<file path="src/design/cdq_pkg.sv">
// ----------------------------------------------------------------------------
// cdq_pkg: shared definitions for the circular deque core
// Sizes, operation codes, sequencer states, inter-module structs and the
// ring index wrap helper.
// ----------------------------------------------------------------------------
package cdq_pkg;

    // Ring depth and derived widths
    localparam int CAPACITY   = 16;
    localparam int IDX_W      = $clog2(CAPACITY);
    localparam int CNT_W      = $clog2(CAPACITY + 1);
    localparam int DATA_W     = 32;
    localparam int OP_W       = 3;
    localparam int OCC_W      = 5;
    // Remainder is only taken of non-negative positions, so the sign bit drops
    localparam int DIVIDEND_W = DATA_W - 1;
    localparam int STEP_W     = $clog2(DIVIDEND_W);

    // Operation codes
    typedef enum logic [OP_W-1:0] {
        OP_PUSH_FRONT = 3'd0,
        OP_PUSH_BACK  = 3'd1,
        OP_POP_FRONT  = 3'd2,
        OP_READ       = 3'd3,
        OP_CLEAR      = 3'd4
    } op_t;

    // Sequencer states
    typedef enum logic [2:0] {
        ST_IDLE,
        ST_EXEC,
        ST_DIV,
        ST_MEM,
        ST_EMIT
    } state_t;

    // Remainder unit request / response
    typedef struct packed {
        logic                  start;
        logic [DIVIDEND_W-1:0] dividend;
        logic [CNT_W-1:0]      divisor;
    } div_req_t;

    typedef struct packed {
        logic             done;
        logic [CNT_W-1:0] remainder;
    } div_rsp_t;

    // Ring memory access
    typedef struct packed {
        logic              wr_en;
        logic [IDX_W-1:0]  wr_addr;
        logic [DATA_W-1:0] wr_data;
        logic              rd_en;
        logic [IDX_W-1:0]  rd_addr;
    } ring_req_t;

    // (index + offset) mod CAPACITY, where the sum stays below 2*CAPACITY
    function automatic logic [IDX_W-1:0] ring_wrap(input logic [IDX_W:0] sum);
        logic [IDX_W:0] cap;
        cap = (IDX_W+1)'(CAPACITY);
        if (sum >= cap) begin
            ring_wrap = IDX_W'(sum - cap);
        end else begin
            ring_wrap = sum[IDX_W-1:0];
        end
    endfunction

endpackage

</file>
<file path="src/design/circular_deque_with_wrapped_read_core.sv">
// ----------------------------------------------------------------------------
// circular_deque_with_wrapped_read_core: ring deque with modulo read
// Push front/back, pop front, read at (front + position mod count), clear.
// One result transfer for every input transfer.
// ----------------------------------------------------------------------------
//  Channel | Direction | Handshake          | Payload
//  s_      | in        | s_valid / s_ready  | s_op, s_data_word, s_position
//  m_      | out       | m_valid / m_ready  | m_read_word, m_found, m_overflow,
//          |           |                    | m_occupancy
//
//  Push, pop, clear, failed reads and unknown ops pass decode (exec) and emit;
//  a valid read passes decode, the bit-serial remainder unit (31 steps, one
//  position bit per cycle), the ring memory read (mem) and emit, then idle.
//  One item is in work at a time; s_ready is high only while the sequencer
//  is idle. A stalled result sits in the output register while the next
//  item is taken; that item then waits in emit, with s_ready low, until the
//  stalled result leaves. Reset clears pointers and count; ring words stay unknown.
// ----------------------------------------------------------------------------
module circular_deque_with_wrapped_read_core (
    input  logic                              aclk,
    input  logic                              aresetn,
    input  logic                              s_valid,
    output logic                              s_ready,
    input  logic [cdq_pkg::OP_W-1:0]          s_op,
    input  logic signed [cdq_pkg::DATA_W-1:0] s_data_word,
    input  logic signed [cdq_pkg::DATA_W-1:0] s_position,
    output logic                              m_valid,
    input  logic                              m_ready,
    output logic signed [cdq_pkg::DATA_W-1:0] m_read_word,
    output logic                              m_found,
    output logic                              m_overflow,
    output logic [cdq_pkg::OCC_W-1:0]         m_occupancy
);
    import cdq_pkg::*;

    state_t            state_reg, state_next;
    logic [IDX_W-1:0]  front_reg, front_next;
    logic [CNT_W-1:0]  count_reg, count_next;
    logic              m_valid_reg, m_valid_next;

    logic [OP_W-1:0]   op_reg, op_next;
    logic [DATA_W-1:0] data_reg, data_next;
    logic [DATA_W-1:0] pos_reg, pos_next;
    logic [DATA_W-1:0] res_word_reg, res_word_next;
    logic              res_found_reg, res_found_next;
    logic              res_ovf_reg, res_ovf_next;
    logic [DATA_W-1:0] m_word_reg, m_word_next;
    logic              m_found_reg, m_found_next;
    logic              m_ovf_reg, m_ovf_next;
    logic [OCC_W-1:0]  m_occ_reg, m_occ_next;

    div_req_t          div_req;
    div_rsp_t          div_rsp;
    ring_req_t         ring_req;
    logic [DATA_W-1:0] ring_rd_data;

    logic              read_ok;
    logic              full;
    logic              emit_load;

    assign full    = (count_reg >= CNT_W'(CAPACITY));
    assign read_ok = (op_reg == OP_READ) && (count_reg != '0) && !pos_reg[DATA_W-1];

    // Sequencer next state
    always_comb begin
        state_next = state_reg;
        case (state_reg)
            ST_IDLE: begin
                if (s_valid) begin
                    state_next = ST_EXEC;
                end
            end
            ST_EXEC: begin
                state_next = read_ok ? ST_DIV : ST_EMIT;
            end
            ST_DIV: begin
                if (div_rsp.done) begin
                    state_next = ST_MEM;
                end
            end
            ST_MEM: begin
                state_next = ST_EMIT;
            end
            ST_EMIT: begin
                if (!m_valid_reg || m_ready) begin
                    state_next = ST_IDLE;
                end
            end
            default: begin
                state_next = ST_IDLE;
            end
        endcase
    end

    // Sequencer outputs
    always_comb begin
        s_ready          = (state_reg == ST_IDLE);
        emit_load        = (state_reg == ST_EMIT) && (!m_valid_reg || m_ready);
        div_req.start    = (state_reg == ST_EXEC) && read_ok;
        div_req.dividend = pos_reg[DIVIDEND_W-1:0];
        div_req.divisor  = count_reg;
    end

    // Deque state, ring accesses and result capture
    always_comb begin
        front_next       = front_reg;
        count_next       = count_reg;
        op_next          = op_reg;
        data_next        = data_reg;
        pos_next         = pos_reg;
        res_word_next    = res_word_reg;
        res_found_next   = res_found_reg;
        res_ovf_next     = res_ovf_reg;
        ring_req.wr_en   = 1'b0;
        ring_req.wr_addr = front_reg;
        ring_req.wr_data = data_reg;

        // ring read once the remainder is ready
        ring_req.rd_en   = (state_reg == ST_DIV) && div_rsp.done;
        ring_req.rd_addr = ring_wrap({1'b0, front_reg} + (IDX_W+1)'(div_rsp.remainder));

        // latch item on transfer
        if (s_valid && s_ready) begin
            op_next   = s_op;
            data_next = s_data_word;
            pos_next  = s_position;
        end

        if (state_reg == ST_EXEC) begin
            res_word_next  = '0;
            res_found_next = 1'b0;
            res_ovf_next   = 1'b0;
            case (op_reg)
                OP_PUSH_FRONT: begin
                    if (full) begin
                        res_ovf_next = 1'b1;
                    end else begin
                        front_next       = (front_reg == '0) ? IDX_W'(CAPACITY - 1)
                                                             : front_reg - 1'b1;
                        ring_req.wr_en   = 1'b1;
                        ring_req.wr_addr = front_next;
                        count_next       = count_reg + 1'b1;
                    end
                end
                OP_PUSH_BACK: begin
                    if (full) begin
                        res_ovf_next = 1'b1;
                    end else begin
                        ring_req.wr_en   = 1'b1;
                        ring_req.wr_addr = ring_wrap({1'b0, front_reg}
                                                     + (IDX_W+1)'(count_reg));
                        count_next       = count_reg + 1'b1;
                    end
                end
                OP_POP_FRONT: begin
                    if (count_reg != '0) begin
                        front_next = ring_wrap({1'b0, front_reg} + 1'b1);
                        count_next = count_reg - 1'b1;
                    end
                end
                OP_READ: begin
                    if (!read_ok) begin
                        res_word_next = '1;
                    end
                end
                OP_CLEAR: begin
                    front_next = '0;
                    count_next = '0;
                end
                default: begin
                end
            endcase
        end

        // ring word arrives in the cycle after the read
        if (state_reg == ST_MEM) begin
            res_word_next  = ring_rd_data;
            res_found_next = 1'b1;
        end
    end

    // Output register
    always_comb begin
        m_word_next  = m_word_reg;
        m_found_next = m_found_reg;
        m_ovf_next   = m_ovf_reg;
        m_occ_next   = m_occ_reg;
        m_valid_next = m_valid_reg;
        if (emit_load) begin
            m_valid_next = 1'b1;
            m_word_next  = res_word_reg;
            m_found_next = res_found_reg;
            m_ovf_next   = res_ovf_reg;
            m_occ_next   = OCC_W'(count_reg);
        end else if (m_ready) begin
            m_valid_next = 1'b0;
        end
    end

    // Control registers
    always_ff @(posedge aclk) begin
        if (!aresetn) begin
            state_reg   <= ST_IDLE;
            front_reg   <= '0;
            count_reg   <= '0;
            m_valid_reg <= 1'b0;
        end else begin
            state_reg   <= state_next;
            front_reg   <= front_next;
            count_reg   <= count_next;
            m_valid_reg <= m_valid_next;
        end
    end

    // Payload registers
    always_ff @(posedge aclk) begin
        op_reg        <= op_next;
        data_reg      <= data_next;
        pos_reg       <= pos_next;
        res_word_reg  <= res_word_next;
        res_found_reg <= res_found_next;
        res_ovf_reg   <= res_ovf_next;
        m_word_reg    <= m_word_next;
        m_found_reg   <= m_found_next;
        m_ovf_reg     <= m_ovf_next;
        m_occ_reg     <= m_occ_next;
    end

    cdq_divider u_divider (
        .aclk    (aclk),
        .aresetn (aresetn),
        .req     (div_req),
        .rsp     (div_rsp)
    );

    cdq_ring u_ring (
        .aclk    (aclk),
        .req     (ring_req),
        .rd_data (ring_rd_data)
    );

    assign m_valid     = m_valid_reg;
    assign m_read_word = m_word_reg;
    assign m_found     = m_found_reg;
    assign m_overflow  = m_ovf_reg;
    assign m_occupancy = m_occ_reg;

endmodule

</file>
<file path="src/design/cdq_divider.sv">
// ----------------------------------------------------------------------------
// cdq_divider: iterative remainder unit
// Restoring shift-subtract, one dividend bit per cycle; produces
// dividend mod divisor for a nonzero divisor.
// ----------------------------------------------------------------------------
module cdq_divider (
    input  logic               aclk,
    input  logic               aresetn,
    input  cdq_pkg::div_req_t  req,
    output cdq_pkg::div_rsp_t  rsp
);
    import cdq_pkg::*;

    logic                  busy_reg, busy_next;
    logic                  done_reg, done_next;
    logic [STEP_W-1:0]     step_reg, step_next;
    logic [CNT_W-1:0]      rem_reg, rem_next;
    logic [DIVIDEND_W-1:0] shift_reg, shift_next;
    logic [CNT_W-1:0]      divisor_reg, divisor_next;
    logic [CNT_W:0]        trial;

    // One restoring step per cycle
    always_comb begin
        busy_next    = busy_reg;
        done_next    = 1'b0;
        step_next    = step_reg;
        rem_next     = rem_reg;
        shift_next   = shift_reg;
        divisor_next = divisor_reg;
        trial        = {rem_reg, shift_reg[DIVIDEND_W-1]};
        if (req.start) begin
            busy_next    = 1'b1;
            step_next    = '0;
            rem_next     = '0;
            shift_next   = req.dividend;
            divisor_next = req.divisor;
        end else if (busy_reg) begin
            shift_next = {shift_reg[DIVIDEND_W-2:0], 1'b0};
            if (trial >= {1'b0, divisor_reg}) begin
                rem_next = CNT_W'(trial - {1'b0, divisor_reg});
            end else begin
                rem_next = trial[CNT_W-1:0];
            end
            step_next = step_reg + 1'b1;
            if (step_reg == STEP_W'(DIVIDEND_W - 1)) begin
                busy_next = 1'b0;
                done_next = 1'b1;
            end
        end
    end

    // Control state
    always_ff @(posedge aclk) begin
        if (!aresetn) begin
            busy_reg <= 1'b0;
            done_reg <= 1'b0;
        end else begin
            busy_reg <= busy_next;
            done_reg <= done_next;
        end
    end

    // Datapath
    always_ff @(posedge aclk) begin
        step_reg    <= step_next;
        rem_reg     <= rem_next;
        shift_reg   <= shift_next;
        divisor_reg <= divisor_next;
    end

    assign rsp.done      = done_reg;
    assign rsp.remainder = rem_reg;

endmodule

</file>
<file path="src/design/cdq_ring.sv">
// ----------------------------------------------------------------------------
// cdq_ring: ring word storage
// One write port and one read port with registered read data.
// ----------------------------------------------------------------------------
module cdq_ring (
    input  logic                       aclk,
    input  cdq_pkg::ring_req_t         req,
    output logic [cdq_pkg::DATA_W-1:0] rd_data
);
    import cdq_pkg::*;

    logic [DATA_W-1:0] mem [CAPACITY];
    logic [DATA_W-1:0] rd_data_reg;

    // Write port
    always_ff @(posedge aclk) begin
        if (req.wr_en) begin
            mem[req.wr_addr] <= req.wr_data;
        end
    end

    // Registered read port
    always_ff @(posedge aclk) begin
        if (req.rd_en) begin
            rd_data_reg <= mem[req.rd_addr];
        end
    end

    assign rd_data = rd_data_reg;

endmodule

</file>
<file path="config.mk">
export PLATFORM = sky130hd
export DESIGN_NAME = circular_deque_with_wrapped_read_core
export DESIGN_NICKNAME = d
export VERILOG_FILES = /design/src/design/cdq_pkg.sv /design/src/design/circular_deque_with_wrapped_read_core.sv /design/src/design/cdq_divider.sv /design/src/design/cdq_ring.sv
export SDC_FILE = /design/constraint.sdc
export NUM_CORES = 1
export LEC_CHECK = 0
export ABC_AREA = 1
export BUFFER_PORTS_ARGS = -buffer_cell sky130_fd_sc_hd__buf_2
export CORE_MARGIN = 2
export CORE_UTILIZATION = 35
export DETAILED_ROUTE_END_ITERATION = 8
export SYNTH_ARGS = -nofsm -noshare
export SYNTH_HDL_FRONTEND = slang
export SYNTH_HIERARCHICAL = 1
export SYNTH_SLANG_ARGS = --single-unit
</file>
<file path="constraint.sdc">
create_clock -name aclk -period 16.9 [get_ports aclk]
set_clock_uncertainty 0.2 [all_clocks]
set_input_delay 0.845 -clock aclk [delete_from_list [all_inputs] [get_ports aclk]]
set_output_delay 0.845 -clock aclk [all_outputs]
set_load 0.03 [all_outputs]
</file>
==> out/metrics.csv, run 1 <==
metric;value;unit
p_per_area;133.3;nW/µm²
yosysTopAreaCell;edfxtp_1;
routabilityCongestion;0.7648;
die_h;302.8;µm
clock.fmax;259.7;MHz
num_antenna_cells;0;
initial_core_util;0.3536;
overflow;0;
wire_per_inst;17.44;µm
wl;72010;µm
antenna_left;0;
hold_violations;0;
syn_area_per_cell;11.15;µm²
path_cells;inv_2, nor2_4, buf_4, nand2_4, nor2_1, nor2_1, a21oi_1, nand3b_1, nor2_4, buf_4;
clkTransAtPathRegs;0.07;ns
yosysSeqAreaShare;0.7076;
ys_seq_elements;745;
cts.sinks;745;
vdd_drop_max;0.1145;mV
grt_pass1_vias;18155;
firstDrtPassIters;5;
port_buffers;111;
switchingPower;1.389;mW
worstSetupEndpointType;flip-flop;
path_class;reg -> reg;
path_max_fanout;35;
synth_edf_count;719;
fin_nets;2997;
hold-worst-slack;0.1956;ns
switching_share;0.2953;
synth_flop_cell;edfxtp_1;
grtUsageTotal;0.1577;
setup_viol;0;
yosysMostFrequentCell;nand2_1;
syn_inst;2803;
grt_pass1_wl;109900;µm
grt_setup_unrepaired;false;
ios;112;
fin_setup_tns;0;ns
p_int;3.315;mW
cp_slowest_cell;nor2_4;
slew_violations;0;
clockPowerShare;0.348;
fin_crit;3.851;ns
p_leak;14.49;nW
area.growth.synth_to_final;12.95;%
arrival;3.92;ns
ys_async_sr_fraction;0;
hold_buffers;0;
stdcell_area;35290;µm²
grt_max_degree;206;
clockBufferDepth;3;
yosysWarnings;6;
clkLatencyLatePin;0.62;ns
dp_hpwl;37310;µm
vias;19118;
numCtsBuffers;76;
netlist_top_cells_area;edfxtp_1 69%, nand2_1 11%, nand3_1 6.6%, inv_1 5.2%, dfxtp_1 1.7%;
ys_types;40;
placed_area;32890;µm²
syn_nets;2896;
crit_path_start_kind;flip-flop;
synth_top_area_share;0.6910;
die_w;302.8;µm
cts_tree;done;
drt_iter0_drc;1604;
status;completed;
largest_reg_flops;512;
period_share;0.2279;
post_cts_buffers;0;
coreArea;88370;µm²
p_seq_frac;0.456;
via_per_inst;4.630;
p_comb_frac;0.196;
drive_gt1_frac;0.1039;
netlist_area;31250;µm²
ys_top_cells_by_count;913 x nand2_1, 719 x edfxtp_1, 437 x inv_1, 410 x nand3_1, 55 x nor2_1;
antenna_found_initial;0;
tightest_slew;1.166;ns
cpPeakStageDelay;0.74;ns
htreeDepth;3;
rows;109;
dieArea;91680;µm²
drv_cap;0;
post_cts_resized;0;
hp-class;in -> reg;
relSlewSlack;0.2226;
top_register;u_ring/mem;
crit_required;16.97;ns
drc;0;
root_buffer;clkbuf_16;
stage by stage:
stage / setup slack, ns / power (mW) / utilization / std cells
after CTS: 13.03 / 4.752 / 0.3994 / 4129
after floorplan: 10.70 / 2.911 / - / 2803
after detailed placement: 13.02 / 3.108 / 0.3722 / 3991
after global routing: 12.78 / 4.936 / 0.3994 / 4129
final: 13.05 / 4.705 / 0.3994 / 4129
after global placement: 13.09 / 3.101 / 0.3722 / 3991
cell type report:
cell class              count  area, µm²
fillers                  8351      53080
flip-flops and latches    745      22110
multi-input cells        1486       6797
clock buffers              97       2033
inverters                 450       1702
well taps                1165       1458
repair buffers            145      823.3
clock inverters            41      370.4
power groups by stage:
stage	Sequential (mW)	Combinational [mW]	Clock [mW]
3_5_place_dp	2.19	0.922	0
4_1_cts	2.15	0.927	1.68
3_3_place_gp	2.18	0.916	0
6_report	2.15	0.921	1.64
5_1_grt	2.15	1.04	1.75
2_1_floorplan	2.18	0.733	0
layout by cell type, fill, tap and decap left out, types with 3 or more instances in the layout:
master,n
inv_6,5
o21ai_0,10
nand4_1,3
nand3_1,410
inv_2,11
fa_1,4
dfxtp_1,26
nor2_4,21
ha_1,17
o21ai_1,6
clkinvlp_4,4
nand2_2,3
nand2_1,913
xor2_1,6
xnor2_1,3
a21oi_1,19
nand2_4,4
clkbuf_1,18
nor2_1,38
clkinv_1,17
buf_2,111
nor2_2,4
edfxtp_1,719
bufinv_16,6
clkinv_2,9
clkbuf_16,78
inv_4,3
nand3b_1,4
nor3_1,3
inv_1,435
buf_4,33
critical path: cells and delay by family, from the launching register on:
kind	cells	cell delay (ns)
AOI/OAI and AO/OA	1	0.29
buffers and inverters	3	0.98
DFF	1	0.40
and+or+nand+nor	6	1.59
per-layer routing:
layer | up-vias | global-route usage | wire, µm
met4 | 0 | 0.05325 | 1869
met1 | 9102 | 0.2202 | 32320
met3 | 118 | 0.02048 | 4053
li1 | 9357 | - | -
met5 | - | 0 | 0
met2 | 541 | 0.2547 | 33770
worst paths after layout:
check	start	to	slack, ns	cells past startpoint
max	state_reg[0]	u_ring/mem[9][25]	13.05	10
min	s_data_word[1]	data_reg[1]	0.20	1
max reg2reg	state_reg[0]	u_ring/mem[9][25]	13.05	10
min reg2reg	res_word_reg[12]	m_read_word[12]	0.22	0
kinds of logic (layout without fill, tap and decap cells):
group / count (synthesis) / count (layout) / share of synthesized area
flip-flops: 745 / 745 / 0.7076
AND/OR/NAND/NOR: 1412 / 1412 / 0.1922
XOR/XNOR: 11 / 11 / 0.003083
AO/OA/AOI/OAI: 41 / 41 / 0.007088
buffers and inverters: 572 / 733 / 0.08020
adder cells (fa/ha/maj): 22 / 22 / 0.009770
(Power assumes the default switching activity.)
==> run 2, diff against run 1 <==
==> constraint.sdc (replaced) <==
create_clock -name aclk -period 3.9 [get_ports aclk]
set_clock_uncertainty 0.2 [all_clocks]
set_input_delay 0.195 -clock aclk [delete_from_list [all_inputs] [get_ports aclk]]
set_output_delay 0.195 -clock aclk [all_outputs]
set_load 0.03 [all_outputs]
==> out/metrics.csv, run 2 (synthesis gave the netlist of run 1 again) <==
metric;value;unit;change
status;completed;;unchanged
drv_cap;0;;unchanged
numCtsBuffers;76;;unchanged
final_common_cell;nand2_1;;unchanged
drive_gt1_frac;0.1086;;was 0.1039
switchingPower;6.255;mW;was 1.389 mW
critPathLaunch;front_reg[2];;was state_reg[0]
firstDrtPassIters;7;;was 5
crit_path_start_kind;flip-flop;;unchanged
hold_violations;0;;unchanged
hp-class;in -> reg;;unchanged
grt_pass1_vias;18442;;was 18155
wire_per_inst;16.84;µm;was 17.44 µm
arrival;3.29;ns;was 3.92 ns
fin_setup_tns;0;ns;unchanged
coreArea;88370;µm²;unchanged
path_class;reg -> reg;;unchanged
p_leak;14.97;nW;was 14.49 nW
largest_reg_flops;512;;unchanged
final_cell_mix;913 x nand2_1, 719 x edfxtp_1, 435 x inv_1;;unchanged
worstSetupEndpoint;u_ring/mem[14][12];;was u_ring/mem[9][25]
reg2reg_depth;11;;was 10
die_w;302.8;µm;unchanged
drt_iter0_drc;1707;;was 1604
grt_max_degree;173;;was 206
vias;19366;;was 19118
fillers;8232;;was 8351
p_seq_frac;0.449;;was 0.456
dieArea;91680;µm²;unchanged
antenna_found_initial;0;;unchanged
htreeDepth;3;;unchanged
clkLatencyLatePin;0.64;ns;was 0.62 ns
drc;0;;unchanged
num_antenna_cells;0;;unchanged
dpl.cell_count;4011;;was 3991
path_max_fanout;20;;was 35
p_comb_frac;0.208;;was 0.196
initial_core_util;0.3536;;unchanged
worstSetupEndpointType;flip-flop;;unchanged
port_buffers;111;;unchanged
ios;112;;unchanged
clockBufferDepth;3;;unchanged
dp_hpwl;41080;µm;was 37310 µm
regToRegSetupSlack;0.69;ns;was 13.05 ns
cts.sinks;745;;unchanged
grtUsageTotal;0.1556;;was 0.1577
grt_setup_unrepaired;false;;unchanged
final.setup.worst_slack;0.6912;ns;was 13.05 ns
wl;71100;µm;was 72010 µm
tightest_slew;0.9479;ns;was 1.166 ns
r2r_start;front_reg[2];;was state_reg[0]
via_per_inst;4.587;;was 4.630
clock.fmax;311.6;MHz;was 259.7 MHz
post_cts_resized;0;;unchanged
grt_pass1_wl;109500;µm;was 109900 µm
p_int;14.48;mW;was 3.315 mW
total_power;20.74;mW;was 4.705 mW
relSlewSlack;0.3633;;was 0.2226
vdd_drop_max;0.6106;mV;was 0.1145 mV
layout.cells.non_filler;4222;;was 4129
antenna_left;0;;unchanged
period_share;0.8228;;was 0.2279
timing.rr.end;u_ring/mem[14][12];;was u_ring/mem[9][25]
switching_share;0.3017;;was 0.2953
setup_viol;0;;unchanged
cts_tree;done;;unchanged
overflow;0;;unchanged
slew_violations;0;;unchanged
die_h;302.8;µm;unchanged
crit_required;3.98;ns;was 16.97 ns
clockPowerShare;0.343;;was 0.348
clkTransAtPathRegs;0.06;ns;was 0.07 ns
rows;109;;unchanged
post_cts_buffers;0;;unchanged
fin_nets;3088;;was 2997
hold_buffers;71;;was 0
root_buffer;clkbuf_16;;unchanged
routabilityCongestion;0.8304;;was 0.7648
fin_crit;3.209;ns;was 3.851 ns
p_per_area;570.9;nW/µm²;was 133.3 nW/µm²
area.growth.synth_to_final;16.24;%;was 12.95%
place_ws;0.7394;ns;was 13.02 ns
top_register;u_ring/mem;;unchanged
-- run 2: cell count changes in the layout (fill, tap and decap cells not counted), sizes merged --
cell	previous run	this run
dlygate4sd3	0	71
buf	145	165
clkinv	27	34
clkbuf	97	95
clkinvlp	4	2
bufinv	6	5
-- run 2: power groups by stage --
stage / logic [mW] / registers [mW] / clock network (mW)
after floorplan: 3.18 / 9.43 / 0
after global placement: 4.25 / 9.48 / 0
after detailed placement: 4.27 / 9.49 / 0
after CTS: 4.34 / 9.32 / 7.29
after global routing: 4.83 / 9.35 / 7.59
final: 4.31 / 9.31 / 7.11
-- run 2: area by class of cell --
| cell class | count | area (µm²) | share of cell area |
|---|---|---|---|
| Clock buffer | 95 | 2047 | 0.05635 |
| Tap cell | 1165 | 1458 | 0.04013 |
| Timing Repair Buffer | 236 | 1822 | 0.05015 |
| Multi-Input combinational cell | 1486 | 6812 | 0.1875 |
| Inverter | 450 | 1702 | 0.04685 |
| Clock inverter | 45 | 372.9 | 0.01026 |
| Sequential cell | 745 | 22110 | 0.6087 |
-- run 2: worst min-delay path by stage --
stage / cells past startpoint / start / slack, ns / end
floorplan: 0 / s_data_word[0] / 0.09 / data_reg[0]
global placement: 1 / s_position[14] / 0.17 / pos_reg[14]
detailed placement: 1 / s_position[23] / 0.17 / pos_reg[23]
CTS: 2 / s_data_word[7] / 0.04 / data_reg[7]
global route: 2 / s_position[21] / 0.07 / pos_reg[21]
finish: 2 / s_data_word[7] / 0.07 / data_reg[7]
-- run 2: worst max-delay path, cell delays in order (launching register included) --
cell	delay, ns
dfxtp_1	0.51
ha_1	0.32
nand2_1	0.09
nand3_1	0.08
nand2_1	0.06
nand2_1	0.05
nand2_1	0.06
nand3_1	0.08
a21oi_1	0.36
nand3_1	0.42
nor2_4	0.21
buf_4	0.39
-- run 2: per-stage QoR --
step	utilization	hold WS [ns]	instance area [µm²]
finish	0.4110	0.07317	36320
global route	0.4110	0.07328	36320
CTS	0.4110	0.03993	36320
detailed placement	0.3756	0.1731	33190
global placement	0.3756	0.1716	33190
floorplan	-	0.09387	31260
-- run 2: routing by layer --
| layer | track usage | part of all wire | vias up |
|---|---|---|---|
| met3 | 0.02184 | 0.051 | 103 |
| met2 | 0.2554 | 0.48 | 469 |
| met5 | 0 | 0 | - |
| met1 | 0.2142 | 0.45 | 9232 |
| li1 | - | - | 9562 |
| met4 | 0.04891 | 0.021 | 0 |
